<file path="config.mk">
export PLATFORM = sky130hd
export DESIGN_NAME = line_rasterizer_bresenham_dda
export DESIGN_NICKNAME = d
export VERILOG_FILES = /design/src/hdl/lrbd_pkg.sv /design/src/hdl/lrbd_datapath.sv /design/src/hdl/lrbd_ctrl.sv /design/src/hdl/line_rasterizer_bresenham_dda.sv
export SDC_FILE = /design/constraint.sdc
export NUM_CORES = 1
export LEC_CHECK = 0
export BUFFER_PORTS_ARGS = -buffer_cell sky130_fd_sc_hd__buf_2
export CORE_ASPECT_RATIO = 2
export CORE_MARGIN = 1.5
export CORE_UTILIZATION = 57
export CTS_BUF_LIST = sky130_fd_sc_hd__clkbuf_16
export CTS_CLUSTER_SIZE = 16
export DETAILED_ROUTE_END_ITERATION = 8
export HOLD_SLACK_MARGIN = 0.12
export MAX_ROUTING_LAYER = met4
export PLACE_DENSITY = 0.9
export SETUP_SLACK_MARGIN = 0.05
export SKIP_LAST_GASP = 1
export SLEW_MARGIN = 0
export SYNTH_ARGS = -nofsm -noshare
export SYNTH_HDL_FRONTEND = slang
export SYNTH_SLANG_ARGS = --single-unit
</file>
<file path="constraint.sdc">
create_clock -name clk -period 4.89 [get_ports clk]
set_input_delay 0 -clock clk [delete_from_list [all_inputs] [get_ports clk]]
set_output_delay 0 -clock clk [all_outputs]
set_load 0.05 [all_outputs]
</file>
<file path="src/hdl/lrbd_pkg.sv">
// Shared types and codes for the line rasteriser controller and datapath.
package lrbd_pkg;

	// Input item kinds, carried in the slave-side tuser.
	localparam logic KIND_START = 1'b0;
	localparam logic KIND_STEP  = 1'b1;

	// Line algorithms selected on a start item.
	localparam logic ALG_BRESENHAM = 1'b0;
	localparam logic ALG_DDA       = 1'b1;

	// Commands from the controller to the datapath.
	typedef struct packed {
		logic load;     // take a start item's endpoints
		logic emit;     // produce one pixel and advance the walk
		logic div_step; // one iteration of the increment division
	} lrbd_cmd_t;

	// Status from the datapath to the controller.
	typedef struct packed {
		logic pending;  // points remain on the current line
		logic need_div; // the start item on the input needs a division
		logic div_last; // the division is on its final iteration
	} lrbd_sts_t;

endpackage

</file>
<file path="src/hdl/lrbd_datapath.sv">
// Datapath of the line rasteriser: set-up, shared walk registers and increment divider.
module lrbd_datapath import lrbd_pkg::*; #(
	parameter int COORD_BITS = 12,
	parameter int FRAC_BITS  = 20
) (
	input  logic                  clk,
	input  logic                  arst_n,
	input  lrbd_cmd_t             cmd,
	output lrbd_sts_t             sts,
	input  logic                  algorithm,
	input  logic [COORD_BITS-1:0] x_start,
	input  logic [COORD_BITS-1:0] y_start,
	input  logic [COORD_BITS-1:0] x_end,
	input  logic [COORD_BITS-1:0] y_end,
	output logic [COORD_BITS:0]   point_x,
	output logic [COORD_BITS:0]   point_y,
	output logic                  last
);

	localparam int C      = COORD_BITS;
	localparam int F      = FRAC_BITS;
	localparam int W      = C + F;
	localparam int DEC_W  = C + 3;
	localparam int CNT_W  = $clog2(F + 1);

	// Set-up arithmetic on the incoming endpoints.
	logic signed [C:0] dx, dy;
	logic [C:0]        dx_mag, dy_mag;
	logic [C-1:0]      adx, ady, major_in, minor_in;
	logic              swap_in;
	logic [DEC_W-1:0]  dec_init;

	// Control state.
	logic         mode_dda_q;
	logic [C-1:0] points_left_q;

	// Line state.
	logic              swapped_q, neg_x_q, neg_y_q;
	logic [C-1:0]      major_q, minor_q;
	logic [DEC_W-1:0]  dec_q;
	logic [W-1:0]      walk_x_q, walk_y_q;
	logic [F+1:0]      step_x_q, step_y_q;
	logic [F+1:0]      unit_pos, unit_neg;

	// Divider.
	logic [C:0]       rem_q, rem_diff, rem_sel, rem_next;
	logic [F:0]       quot_q, quot_next;
	logic [CNT_W-1:0] div_cnt_q;
	logic             rem_ge;
	logic [F+1:0]     quot_ext, quot_signed;
	logic             minor_neg;

	// Walk update.
	logic             dec_ge, adv_x, adv_y;
	logic [DEC_W-1:0] dec_next;
	logic [W-1:0]     walk_x_next, walk_y_next;

	always_comb begin
		dx       = $signed({1'b0, x_end}) - $signed({1'b0, x_start});
		dy       = $signed({1'b0, y_end}) - $signed({1'b0, y_start});
		dx_mag   = dx[C] ? -dx : dx;
		dy_mag   = dy[C] ? -dy : dy;
		adx      = dx_mag[C-1:0];
		ady      = dy_mag[C-1:0];
		swap_in  = ady > adx;
		major_in = swap_in ? ady : adx;
		minor_in = swap_in ? adx : ady;
		dec_init = {2'b00, minor_in, 1'b0} - {3'b000, major_in};
		unit_pos = {2'b01, {F{1'b0}}};
		unit_neg = -unit_pos;
	end

	// One restoring-division iteration of minor * 2^F / major.
	always_comb begin
		rem_ge      = rem_q >= {1'b0, major_q};
		rem_diff    = rem_q - {1'b0, major_q};
		rem_sel     = rem_ge ? rem_diff : rem_q;
		rem_next    = {rem_sel[C-1:0], 1'b0};
		quot_next   = {quot_q[F-1:0], rem_ge};
		quot_ext    = {1'b0, quot_next};
		minor_neg   = swapped_q ? neg_x_q : neg_y_q;
		quot_signed = minor_neg ? -quot_ext : quot_ext;
	end

	// Pixel advance: the major axis always steps, the minor axis on a
	// non-negative decision term in Bresenham mode and always in DDA mode.
	always_comb begin
		dec_ge      = !dec_q[DEC_W-1];
		adv_x       = mode_dda_q || !swapped_q || dec_ge;
		adv_y       = mode_dda_q || swapped_q || dec_ge;
		dec_next    = dec_q + {2'b00, minor_q, 1'b0}
			- (dec_ge ? {2'b00, major_q, 1'b0} : {DEC_W{1'b0}});
		walk_x_next = walk_x_q + {{(W-F-2){step_x_q[F+1]}}, step_x_q};
		walk_y_next = walk_y_q + {{(W-F-2){step_y_q[F+1]}}, step_y_q};
	end

	always_comb begin
		sts.pending  = points_left_q != '0;
		sts.need_div = (algorithm == ALG_DDA) && (major_in != '0);
		sts.div_last = div_cnt_q == CNT_W'(F);
	end

	always_ff @(posedge clk or negedge arst_n) begin
		if (!arst_n) begin
			mode_dda_q    <= 1'b0;
			points_left_q <= '0;
		end else if (cmd.load) begin
			mode_dda_q    <= algorithm == ALG_DDA;
			points_left_q <= major_in;
		end else if (cmd.emit) begin
			points_left_q <= points_left_q - C'(1);
		end
	end

	always_ff @(posedge clk) begin
		if (cmd.load) begin
			swapped_q <= swap_in;
			neg_x_q   <= dx[C];
			neg_y_q   <= dy[C];
			major_q   <= major_in;
			minor_q   <= minor_in;
			dec_q     <= dec_init;
			walk_x_q  <= {x_start, {F{1'b0}}};
			walk_y_q  <= {y_start, {F{1'b0}}};
			step_x_q  <= dx[C] ? unit_neg : unit_pos;
			step_y_q  <= dy[C] ? unit_neg : unit_pos;
			rem_q     <= {1'b0, minor_in};
			quot_q    <= '0;
			div_cnt_q <= '0;
		end else if (cmd.div_step) begin
			rem_q     <= rem_next;
			quot_q    <= quot_next;
			div_cnt_q <= div_cnt_q + CNT_W'(1);
			if (sts.div_last) begin
				if (swapped_q) begin
					step_x_q <= quot_signed;
				end else begin
					step_y_q <= quot_signed;
				end
			end
		end else if (cmd.emit) begin
			dec_q <= dec_next;
			if (adv_x) begin
				walk_x_q <= walk_x_next;
			end
			if (adv_y) begin
				walk_y_q <= walk_y_next;
			end
		end
	end

	// Output register: DDA emits floor(accumulator) + 1, Bresenham the position.
	always_ff @(posedge clk) begin
		if (cmd.emit) begin
			point_x <= {1'b0, walk_x_q[W-1:F]} + {{C{1'b0}}, mode_dda_q};
			point_y <= {1'b0, walk_y_q[W-1:F]} + {{C{1'b0}}, mode_dda_q};
			last    <= points_left_q == C'(1);
		end
	end

endmodule

</file>
<file path="src/hdl/lrbd_ctrl.sv">
// Controller of the line rasteriser: handshakes, division sequencing and output valid.
module lrbd_ctrl import lrbd_pkg::*; (
	input  logic      clk,
	input  logic      arst_n,
	input  logic      in_valid,
	input  logic      in_kind,
	output logic      in_ready,
	output logic      out_valid,
	input  logic      out_ready,
	output lrbd_cmd_t cmd,
	input  lrbd_sts_t sts
);

	typedef enum logic [1:0] {
		ST_IDLE   = 2'b01,
		ST_DIVIDE = 2'b10
	} lrbd_state_t;

	lrbd_state_t state_q, state_d;
	logic        out_valid_q;
	logic        accept;

	always_comb begin
		in_ready     = (state_q == ST_IDLE) && (!out_valid_q || out_ready);
		accept       = in_valid && in_ready;
		cmd.load     = accept && (in_kind == KIND_START);
		cmd.emit     = accept && (in_kind == KIND_STEP) && sts.pending;
		cmd.div_step = state_q == ST_DIVIDE;
		out_valid    = out_valid_q;
	end

	always_comb begin
		state_d = state_q;
		case (state_q)
			ST_IDLE: begin
				if (cmd.load && sts.need_div) begin
					state_d = ST_DIVIDE;
				end
			end
			ST_DIVIDE: begin
				if (sts.div_last) begin
					state_d = ST_IDLE;
				end
			end
			default: begin
				state_d = ST_IDLE;
			end
		endcase
	end

	always_ff @(posedge clk or negedge arst_n) begin
		if (!arst_n) begin
			state_q     <= ST_IDLE;
			out_valid_q <= 1'b0;
		end else begin
			state_q <= state_d;
			if (cmd.emit) begin
				out_valid_q <= 1'b1;
			end else if (out_ready) begin
				out_valid_q <= 1'b0;
			end
		end
	end

endmodule

</file>
<file path="src/hdl/line_rasterizer_bresenham_dda.sv">
// A step transfer shows its pixel on the master side in the cycle after acceptance. Step
// transfers stream at one pixel per cycle through the output register while m_axis_tready is
// high. A Bresenham start needs no division; a DDA start of non-zero length holds tready
// low while the one-bit-per-cycle divider forms the minor increment.
// Reset (arst_n low, asynchronous) leaves no line pending and the master side empty.
// Top level of the line rasteriser: stream ports, field packing, controller and datapath.
module line_rasterizer_bresenham_dda import lrbd_pkg::*; #(
	parameter int COORD_BITS = 12,
	parameter int FRAC_BITS  = 20
) (
	input  logic                                  clk,
	input  logic                                  arst_n,
	input  logic                                  s_axis_tvalid,
	output logic                                  s_axis_tready,
	// Fields from bit 0 up: x_start, y_start, x_end, y_end, then zero fill.
	input  logic [((4*COORD_BITS+7)/8)*8-1:0]     s_axis_tdata,
	// Fields from bit 0 up: kind, algorithm.
	input  logic [1:0]                            s_axis_tuser,
	output logic                                  m_axis_tvalid,
	input  logic                                  m_axis_tready,
	// Fields from bit 0 up: point_x, point_y, then zero fill.
	output logic [((2*(COORD_BITS+1)+7)/8)*8-1:0] m_axis_tdata,
	output logic                                  m_axis_tlast
);

	localparam int C = COORD_BITS;

	lrbd_cmd_t cmd;
	lrbd_sts_t sts;

	logic [C:0] point_x, point_y;

	// The controller owns both handshakes. A start transfer loads the line; in DDA mode, for a
	// non-zero length, it then runs the divider before the next transfer is taken. A step transfer
	// with points pending moves one pixel into the output register, which may be refilled in the
	// same cycle that its previous pixel is taken on the master side.
	lrbd_ctrl u_ctrl (
		.clk       (clk),
		.arst_n    (arst_n),
		.in_valid  (s_axis_tvalid),
		.in_kind   (s_axis_tuser[0]),
		.in_ready  (s_axis_tready),
		.out_valid (m_axis_tvalid),
		.out_ready (m_axis_tready),
		.cmd       (cmd),
		.sts       (sts)
	);

	// The datapath keeps both axes as Q.FRAC_BITS accumulators. Bresenham mode steps
	// them by whole units, the minor axis gated on the decision term; DDA mode adds the
	// major unit and the divided minor increment every pixel.
	lrbd_datapath #(
		.COORD_BITS (COORD_BITS),
		.FRAC_BITS  (FRAC_BITS)
	) u_datapath (
		.clk       (clk),
		.arst_n    (arst_n),
		.cmd       (cmd),
		.sts       (sts),
		.algorithm (s_axis_tuser[1]),
		.x_start   (s_axis_tdata[C-1:0]),
		.y_start   (s_axis_tdata[2*C-1:C]),
		.x_end     (s_axis_tdata[3*C-1:2*C]),
		.y_end     (s_axis_tdata[4*C-1:3*C]),
		.point_x   (point_x),
		.point_y   (point_y),
		.last      (m_axis_tlast)
	);

	// Pack the pixel into tdata with zero fill above it.
	always_comb begin
		m_axis_tdata              = '0;
		m_axis_tdata[C:0]         = point_x;
		m_axis_tdata[2*C+1:C+1]   = point_y;
	end

endmodule
</file>
# Word-level counts from Yosys, hierarchy flattened
# Index checks and enable logic that the tools add are counted.
# word_totals
register_bits,231
elab_cells,120
input_bits,54
# classes
n_addsub,15
n_bitwise,2
n_reduce_logical,32
n_mux,38
magnitude_cmp,2
n_eq_ne,8
# op_table
operator,n
32-bit 2-to-1 mux,8
22-bit 2-to-1 mux,11
12-bit 2-to-1 mux,9
32-bit adder,2
15-bit 2-to-1 mux,3
12-bit by 1-bit adder with 13-bit output,2
12-bit by 12-bit subtractor with 13-bit output,2
12-bit negation,2
12-bit nonzero test,2
21-bit negation with 22-bit output,1
3-bit AND reduction,6
15-bit by 13-bit adder with 15-bit output,1
15-bit subtractor,1
2-bit nonzero test,7
13-bit by 12-bit subtractor with 14-bit output,1
13-bit by 12-bit >= comparator with 1-bit output,1
13-bit 2-to-1 mux,1
12-bit by 1-bit == test with 1-bit output (second input constant),1
12-bit > comparator,1
12-bit by 1-bit subtractor with 12-bit output (second input constant),1
12-bit subtractor,1
1-bit logical AND,7
5-bit by 1-bit adder with 5-bit output (second input constant),1
5-bit == test (second input constant),1
other kinds (11),24

# Longest topological paths before layout
# Gate-level depths: netlist of the first run.
# depth
depth_word,10
depth_mapped,39
depth_no_buf,36

# Modules after synthesis
# Synthesis of the first run repeated with hierarchy kept, for this count alone.
# hier_totals
cells_unflattened,1878
area_unflattened_um2,16753.6
# by_module_without_submodules
module,area_each_um2,n_inst,cells_each
lrbd_datapath,16532.1,1,1856
lrbd_ctrl,172.7,1,15
line_rasterizer_bresenham_dda,48.8,1,7

# Worst setup path after synthesis of the first run
# OpenSTA, ideal clock, no wires.
# synth_timing
kind,input-to-reg
startpoint,in s_axis_tdata[36]
endpoint,"reg u_datapath.dec_q[14], data pin"
n_path_buf,4
slack_ps,-1780
setup_time_ps,254
required_ps,4636
arrival_ps,6416
cell_stages,34
path_cell_list,inv_1 -> ha_1 -> fa_1 -> nor2b_1 -> o2111ai_1 -> a31oi_1 -> o21a_1 -> or2_1 -> clkbuf_1 -> inv_2 -> o21ai_0 -> xor2_1 -> inv_1 -> ha_1 -> o21ai_0 -> a211o_1 -> a21oi_1 -> a21oi_1 -> o221a_2 -> o31ai_2 -> nand2_1 -> buf_2 -> inv_2 -> clkbuf_1 -> buf_2 -> o21ai_0 -> ha_1 -> o211a_1 -> nor4_1 -> o32a_1 -> o211a_1 -> o31ai_2 -> a21oi_1 -> a21o_1
# synth_via
elab_cells_between_ends,8
classes_between,3 x add/sub; 1 x order compare; 4 x mux
# synth_rtl
element,line_no,text
"start, declared",line_rasterizer_bresenham_dda.sv:16,"input logic [((4*COORD_BITS+7)/8)*8-1:0] s_axis_tdata,"
12-bit by 12-bit subtractor with 13-bit output,lrbd_datapath.sv:60,"dy = $signed({1'b0, y_end}) - $signed({1'b0, y_start});"
named net u_datapath.dy[12],lrbd_datapath.sv:27,"logic signed [C:0] dx, dy;"
12-bit 2-to-1 mux,lrbd_datapath.sv:62,dy_mag = dy[C] ? -dy : dy;
12-bit > comparator,lrbd_datapath.sv:65,swap_in = ady > adx;
named net u_datapath.swap_in,lrbd_datapath.sv:30,logic swap_in;
12-bit 2-to-1 mux,lrbd_datapath.sv:67,minor_in = swap_in ? adx : ady;
named net u_datapath.minor_in[1],lrbd_datapath.sv:29,"logic [C-1:0] adx, ady, major_in, minor_in;"
13-bit by 12-bit subtractor with 14-bit output,lrbd_datapath.sv:68,"dec_init = {2'b00, minor_in, 1'b0} - {3'b000, major_in};"
15-bit 2-to-1 mux,lrbd_datapath.sv:116,if (cmd.load) begin
"end signal, assigned",lrbd_datapath.sv:122,dec_q <= dec_init;
"end signal, assigned",lrbd_datapath.sv:142,dec_q <= dec_next;
"end, declared",lrbd_datapath.sv:40,logic [DEC_W-1:0] dec_q;
# The timed path passes the listed nets, and every way through them passes these cells.
# A chain may end at the register's enable or synchronous reset.

# Worst setup path after layout of the first run
# layout_timing
startpoint,in s_axis_tdata[25]
endpoint,"reg u_datapath.dec_q[11], data pin"
# layout_via
elab_chain_len,7
elab_cells_between_ends,8
classes_between,3 x add/sub; 1 x order compare; 4 x mux
# layout_lines
element,line_no,text
12-bit by 12-bit subtractor with 13-bit output *,lrbd_datapath.sv:59,"dx = $signed({1'b0, x_end}) - $signed({1'b0, x_start});"
12-bit negation,lrbd_datapath.sv:61,dx_mag = dx[C] ? -dx : dx;
12-bit 2-to-1 mux *,lrbd_datapath.sv:61,
12-bit > comparator,lrbd_datapath.sv:65,
12-bit 2-to-1 mux *,lrbd_datapath.sv:67,
named net u_datapath.minor_in[1],lrbd_datapath.sv:29,
13-bit by 12-bit subtractor with 14-bit output *,lrbd_datapath.sv:68,
15-bit 2-to-1 mux *,lrbd_datapath.sv:116,
# Mark *: on every way through the listed nets, which the timed path passes. The rest lies on a longest branch.

==> impl_metrics.env, run 1 <==
export IMPL_io_buffer_count=82
export IMPL_syn_to_final_growth_pct=31.9
export IMPL_grt_pass1_vias=17300
export IMPL_synth_most_common_cell="nor2_1"
export IMPL_whs_ns=0.211
export IMPL_die_y_um=243
export IMPL_violations="setup timing"
export IMPL_placed_cells=2463
export IMPL_cts_sinks=230
export IMPL_hp_class="in2reg"
export IMPL_critPathMaxStageDelay_ns=0.39
export IMPL_holdPathEnd="u_datapath.minor_q[0]"
export IMPL_hold_violations=0
export IMPL_startpoint_type="input pin"
export IMPL_cts_buffers=23
export IMPL_max_freq_ghz=0.182
export IMPL_rr_worst_depth=22
export IMPL_yosysWarningCount=0
export IMPL_place_hpwl_um=36800
export IMPL_drt_iter0_drc=2141
export IMPL_clockBufferDepth=3
export IMPL_synth_seq_cells=230
export IMPL_drt_drc_violations_left=0
export IMPL_worstMarginPinSlew_ns=1.31
export IMPL_cp_data_arrival_time_ns=5.78
export IMPL_cts_root_buffer="clkbuf_16"
export IMPL_ys_seq_area_frac=0.377
export IMPL_io_pins=89
export IMPL_avgSynthCellArea_sq_um=8.99
export IMPL_htree_levels=1
export IMPL_clock_latency_ns=0.56
export IMPL_cts_tree="yes"
export IMPL_timing_rr_end="u_datapath.walk_y_q[30]"
export IMPL_fin_ws_ns=-0.603
export IMPL_postLayoutCoreUtil=0.765
export IMPL_rsz0062_at_grt="true"
export IMPL_grt_overflow_total=0
export IMPL_drt_wl_total_um=60600
export IMPL_worstSetupPathType="in2reg"
export IMPL_slew_headroom=0.128
export IMPL_slew_violations=0
export IMPL_grt_max_degree=75
export IMPL_cp_buffers_inverters=5
export IMPL_ir_drop_uv=522
export IMPL_setup_viol=13
export IMPL_drt_pass1_iterations=9
export IMPL_cp_common_cell="o31ai_4"
export IMPL_vias=17100
export IMPL_grt_use_total=0.400
export IMPL_final_cells=2598
export IMPL_worstPathRequired_ns=5.17
export IMPL_period_needed_ns=5.49
export IMPL_cp_top_family="compound AO/OA/AOI/OAI gates"
export IMPL_core_area_sq_um=28200
export IMPL_end_kind="flop"
export IMPL_synth_edf_count=148
export IMPL_fin_skew_ns=0.0252
export IMPL_clk_pin_slew_ns=0.07
export IMPL_status="finished with violations"
export IMPL_synth_common_cells="177 x nor2_1, 170 x inv_1, 148 x edfxtp_1, 143 x nand2_1, 137 x ha_1"
export IMPL_syn_inst=1819
export IMPL_antenna_left=0
export IMPL_reg2reg_from="u_datapath.step_y_q[0]"
export IMPL_nNetsFinal=2433
export IMPL_avgRoutedWirePerCell_um=23.3
export IMPL_multi_input_area_sq_um=10300
export IMPL_grt_pass1_wl_um=89000
export IMPL_async_flop_share=0.0696
export IMPL_power_leakage_nw=9.53
export IMPL_chipWidth_um=123
export IMPL_holdPathStages=5
export IMPL_powerDensity_nw_per_um2=638
export IMPL_synth_ff_type="edfxtp_1"
export IMPL_maxCapViolations=0
export IMPL_die_area_sq_um=29800
export IMPL_synthesis_area_sq_um=16300
export IMPL_power_total_mw=13.8
export IMPL_std_cell_rows=87
export IMPL_layout_drive_gt1_share=0.271
export IMPL_fin_crit_sh=1.12
export IMPL_synth_area_leader_cell="edfxtp_1"
export IMPL_final_seq_area_sq_um=6170
export IMPL_yosys_top_cells_area="edfxtp_1 27%, ha_1 10%, dfxtp_1 8.1%"
export IMPL_initial_core_util=0.580
export IMPL_reg2reg_slack_ns=-0.13
export IMPL_antenna_found_initial=1
export IMPL_gp_congestion=0.978
export IMPL_yosysUniqueCellTypes=94
export IMPL_synth_top_area_frac=0.272
export IMPL_cp_slowest_cell="o41ai_4"
export IMPL_min_from="s_axis_tdata[12]"
export IMPL_critPathLaunch="s_axis_tdata[25]"
export IMPL_crit_fanout=8
export IMPL_fillers=1640
export IMPL_vias_per_cell=6.60
## worst reg2reg max path: cells and delay by family, from the launching register on
family	cells	cell delay [ns]
AND/OR/NAND/NOR	2	0.27
AO/OA/AOI/OAI	14	2.93
buffers and inverters	3	0.35
XOR/XNOR	1	0.24
flip-flops	1	0.34
adder cells (fa/ha/maj)	2	0.56
## through the flow
step / TNS, ns / worst slack [ns] / instance area, sq um
after floorplan: -10.33 / -1.11 / 16700
after global placement: -14.48 / -1.22 / 19200
final: -5.21 / -0.603 / 21600
after detailed placement: -18.88 / -1.32 / 19200
after CTS: -2.53 / -0.348 / 20900
after global routing: -7.69 / -0.833 / 21600
## layout by cell type, fill, tap and decap left out, types with 9 or more instances in the layout
cell type | netlist | routed
dfrtp_1 | 15 | 15
o21ai_0 | 95 | 68
nand2_1 | 143 | 136
and3_1 | 18 | 18
clkbuf_16 | 0 | 25
nand2b_1 | 20 | 19
xnor2_1 | 100 | 92
buf_6 | 0 | 12
a21oi_2 | 1 | 15
edfxtp_1 | 148 | 148
dlygate4sd3_1 | 0 | 33
buf_4 | 6 | 306
a31oi_1 | 17 | 13
fa_1 | 18 | 16
inv_2 | 2 | 11
a21oi_1 | 125 | 107
ha_1 | 137 | 125
o22ai_1 | 25 | 23
xor2_1 | 50 | 45
o21ai_1 | 4 | 19
or3_1 | 23 | 22
nor3_1 | 38 | 35
o21a_1 | 19 | 19
o211ai_1 | 11 | 11
inv_1 | 170 | 158
buf_2 | 3 | 77
o21bai_1 | 9 | 9
dfxtp_1 | 66 | 66
nor2b_1 | 20 | 17
o31a_1 | 10 | 10
and2_1 | 18 | 16
nor2_1 | 177 | 169
o31ai_1 | 14 | 9
a211oi_1 | 18 | 11
nor3b_1 | 12 | 12
ha_4 | 0 | 10
nand3_1 | 74 | 72
a21o_1 | 24 | 24
## flip-flops by register name (all words and copies together), names as in the netlist, 2 cells and up
register and count:
u_datapath.minor_q 12, u_datapath.walk_x_q 32, u_datapath.div_cnt_q 5, u_datapath.rem_q 13, u_datapath.point_x 13, u_datapath.step_x_q 22
u_datapath.quot_q 20, u_datapath.dec_q 14, u_datapath.point_y 13, u_datapath.points_left_q 12, u_ctrl.state_q 2, u_datapath.walk_y_q 32
u_datapath.step_y_q 22, u_datapath.major_q 12
## per-layer routing
layer,share of wire,up-vias,track usage
li1,-,7300,-
met1,0.31,8004,0.376
met2,0.49,1248,0.669
met3,0.084,590,0.103
met4,0.11,0,0.323
met5,0,-,-
## logic make-up after synthesis
kind of cell | share of synthesized area
multiplexers | 0.00628
XOR/XNOR | 0.0804
flip-flops | 0.377
AO/OA/AOI/OAI | 0.178
adder cells (fa/ha/maj) | 0.129
AND/OR/NAND/NOR | 0.174
buffers and inverters | 0.0546
other | 0.000229
## worst max path at each step
| stage | end | depth (start not counted) |
|---|---|---|
| 2_1_floorplan | u_datapath.dec_q[10] | 35 |
| 3_3_place_gp | u_datapath.dec_q[10] | 32 |
| 3_5_place_dp | u_datapath.dec_q[13] | 33 |
| 4_1_cts | u_datapath.dec_q[11] | 31 |
| 5_1_grt | u_datapath.dec_q[10] | 33 |
| 6_report | u_datapath.dec_q[11] | 31 |
## where the power goes
part           switching (mW)  internal (mW)  total (mW)
combinational            4.96           4.00        8.96
sequential              0.295           2.68        2.98
clock                   0.872          0.945        1.82
total                    6.13           7.62        13.8
## final cells by class
cell class                      instances  area share
Antenna cell                            1    0.000116
Clock buffer                           25      0.0290
Clock inverter                         17     0.00539
Inverter                              174      0.0314
Multi-Input combinational cell       1363       0.479
Sequential cell                       230       0.286
Tap cell                              356      0.0206
Timing Repair Buffer                  432       0.149
## what timing repair did
item | CTS | global route
buffers inserted | 42 | 22
pin swaps | 63 | 68
resized for setup | 81 | 111
hold buffers | 33 | 0
endpoints found under the hold margin | 47 | 0
setup endpoints to repair | 30 | 43
No activity file was read; power rests on OpenSTA's default activity.
==> inputs of run 2 (changes only) <==
--- a/config.mk
+++ b/config.mk
@@ -9,7 +9,7 @@
 export CORE_ASPECT_RATIO = 2
 export CORE_MARGIN = 1.5
 export CORE_UTILIZATION = 57
-export CTS_BUF_LIST = sky130_fd_sc_hd__clkbuf_16
+export CTS_BUF_LIST = sky130_fd_sc_hd__clkbuf_8 sky130_fd_sc_hd__clkbuf_16
 export CTS_CLUSTER_SIZE = 16
 export DETAILED_ROUTE_END_ITERATION = 8
 export HOLD_SLACK_MARGIN = 0.12
==> impl_metrics.env, run 2 (synthesized netlist as in run 1, its figures left out) <==
export IMPL_final_common_cell="buf_4"
export IMPL_worstMarginPinSlew_ns=1.41
export IMPL_grt_pass1_vias=17300
export IMPL_place_hpwl_um=36800
export IMPL_setup_viol=16
export IMPL_clock_latency_ns=0.56
export IMPL_slew_violations=0
export IMPL_hp_class="in2reg"
export IMPL_cts_sinks=230
export IMPL_gp_congestion=0.978
export IMPL_power_total_mw=13.8
export IMPL_status="finished with violations"
export IMPL_drt_wl_total_um=61300
export IMPL_vias_per_cell=6.65
export IMPL_clk_pin_slew_ns=0.07
export IMPL_use_met3=0.0770
export IMPL_slew_headroom=0.0593
export IMPL_antenna_found_initial=3
export IMPL_std_cell_rows=87
export IMPL_final_cell_mix="309 x buf_4, 168 x nor2_1, 157 x inv_1"
export IMPL_cts_root_buffer="clkbuf_16"
export IMPL_nNetsFinal=2433
export IMPL_cts_buffers=23
export IMPL_grt_max_degree=75
export IMPL_grt_use_total=0.385
export IMPL_cp_data_arrival_time_ns=5.97
export IMPL_worstSetupPathType="in2reg"
export IMPL_cp_buffers_inverters=4
export IMPL_end_kind="flop"
export IMPL_drt_drc_violations_left=1
export IMPL_grtUsageMet1=0.361
export IMPL_whs_ns=0.208
export IMPL_clockBufferDepth=3
export IMPL_htree_levels=1
export IMPL_cts_tree="yes"
export IMPL_grt_pass1_wl_um=86700
export IMPL_antenna_left=0
export IMPL_busiest_layer="met2"
export IMPL_critPathMaxStageDelay_ns=0.40
export IMPL_fin_crit_sh=1.16
export IMPL_powerDensity_nw_per_um2=639
export IMPL_cp_top_family="compound AO/OA/AOI/OAI gates"
export IMPL_drt_pass1_iterations=8
export IMPL_power_leakage_nw=9.55
export IMPL_period_needed_ns=5.65
export IMPL_cp_slowest_cell="xnor2_1"
export IMPL_maxCapViolations=0
export IMPL_use_met2=0.657
export IMPL_rsz0062_at_grt="true"
export IMPL_startpoint_type="input pin"
export IMPL_io_pins=89
export IMPL_layout_drive_gt1_share=0.278
export IMPL_die_y_um=243
export IMPL_hold_violations=0
export IMPL_ir_drop_uv=590
export IMPL_chipWidth_um=123
export IMPL_initial_core_util=0.580
export IMPL_final_cells=2600
export IMPL_grt_overflow_total=0
export IMPL_core_area_sq_um=28200
export IMPL_io_buffer_count=82
export IMPL_worstPathRequired_ns=5.21
export IMPL_top_regs="u_datapath.walk_x_q x32, u_datapath.walk_y_q x32"
export IMPL_max_freq_ghz=0.177
export IMPL_placed_cells=2463
export IMPL_fin_ws_ns=-0.761
export IMPL_syn_to_final_growth_pct=32.2
export IMPL_avgRoutedWirePerCell_um=23.6
export IMPL_violations="DRC, setup timing"
export IMPL_die_area_sq_um=29800
export IMPL_fin_skew_ns=0.0279
export IMPL_vias=17300
export IMPL_drt_iter0_drc=2141
export IMPL_crit_fanout=8
[run 2: final timing paths]
kind / slack (ns) / depth (start not counted) / start / to
max: -0.76 / 32 / s_axis_tdata[25] / u_datapath.dec_q[10]
min: 0.21 / 5 / s_axis_tdata[12] / u_datapath.minor_q[0]
max reg2reg: -0.15 / 22 / u_datapath.walk_y_q[0] / u_datapath.walk_y_q[30]
min reg2reg: 0.46 / 2 / u_datapath.walk_x_q[11] / u_datapath.walk_x_q[11]
max in group asynchronous: 3.21 / 4 / arst_n / u_datapath.points_left_q[2]
min in group asynchronous: 0.55 / 3 / arst_n / u_ctrl.state_q[0]
[run 2: what timing repair did]
| item | 4_1_cts | 5_1_grt |
|---|---|---|
| hold buffers | 33 | 0 |
| endpoints found under the setup margin | 27 | 49 |
| endpoints found under the hold margin | 47 | 0 |
| buffers inserted | 42 | 22 |
| pin swaps | 63 | 67 |
| gates resized for setup | 79 | 108 |
[run 2: worst reg2reg max path, stage by stage, from the launching register on]
cell	delay (ns)
dfxtp_1	0.36
ha_2	0.21
inv_1	0.06
fa_1	0.39
nor2b_1	0.19
o21ai_1	0.11
a21boi_1	0.18
o21ai_0	0.11
buf_4	0.16
a21boi_2	0.15
o21ai_1	0.11
a21boi_2	0.21
o21ai_2	0.10
a21boi_2	0.15
buf_4	0.15
o211ai_1	0.12
a21oi_2	0.26
nor3_4	0.09
o311ai_4	0.55
a2111oi_4	0.16
o41ai_2	0.55
xnor2_1	0.25
o22ai_2	0.14
[run 2: area by class of cell]
cell class | count | area [sq um]
clock inverter | 15 | 109
sequential | 230 | 6170
multi-input combinational | 1363 | 10400
tap | 356 | 445
fill | 1629 | 6580
clock buffer | 27 | 653
inverter | 174 | 678
timing repair buffer | 432 | 3190
antenna | 3 | 7.51
[run 2: routing by layer]
metal,wire length [um],part of all wire
met2,30200,0.49
met4,6890,0.11
met3,5790,0.094
met1,18400,0.30
met5,0,0
[run 2: where the power goes]
part           switching, mW  internal, mW  leakage [nW]  total [mW]
logic                   4.99          4.00          7.04        8.99
registers              0.295          2.68          2.13        2.98
clock network          0.877         0.976         0.379        1.85
[run 2: per-stage QoR]
step | setup WS, ns | instance area [sq um] | setup TNS (ns) | util
after floorplan | -1.11 | 16700 | -10.33 | -
after global placement | -1.22 | 19200 | -14.48 | 0.682
after detailed placement | -1.32 | 19200 | -18.88 | 0.682
after CTS | -0.348 | 21000 | -2.53 | 0.743
after global routing | -0.945 | 21600 | -9.63 | 0.767
final | -0.761 | 21600 | -7.30 | 0.767
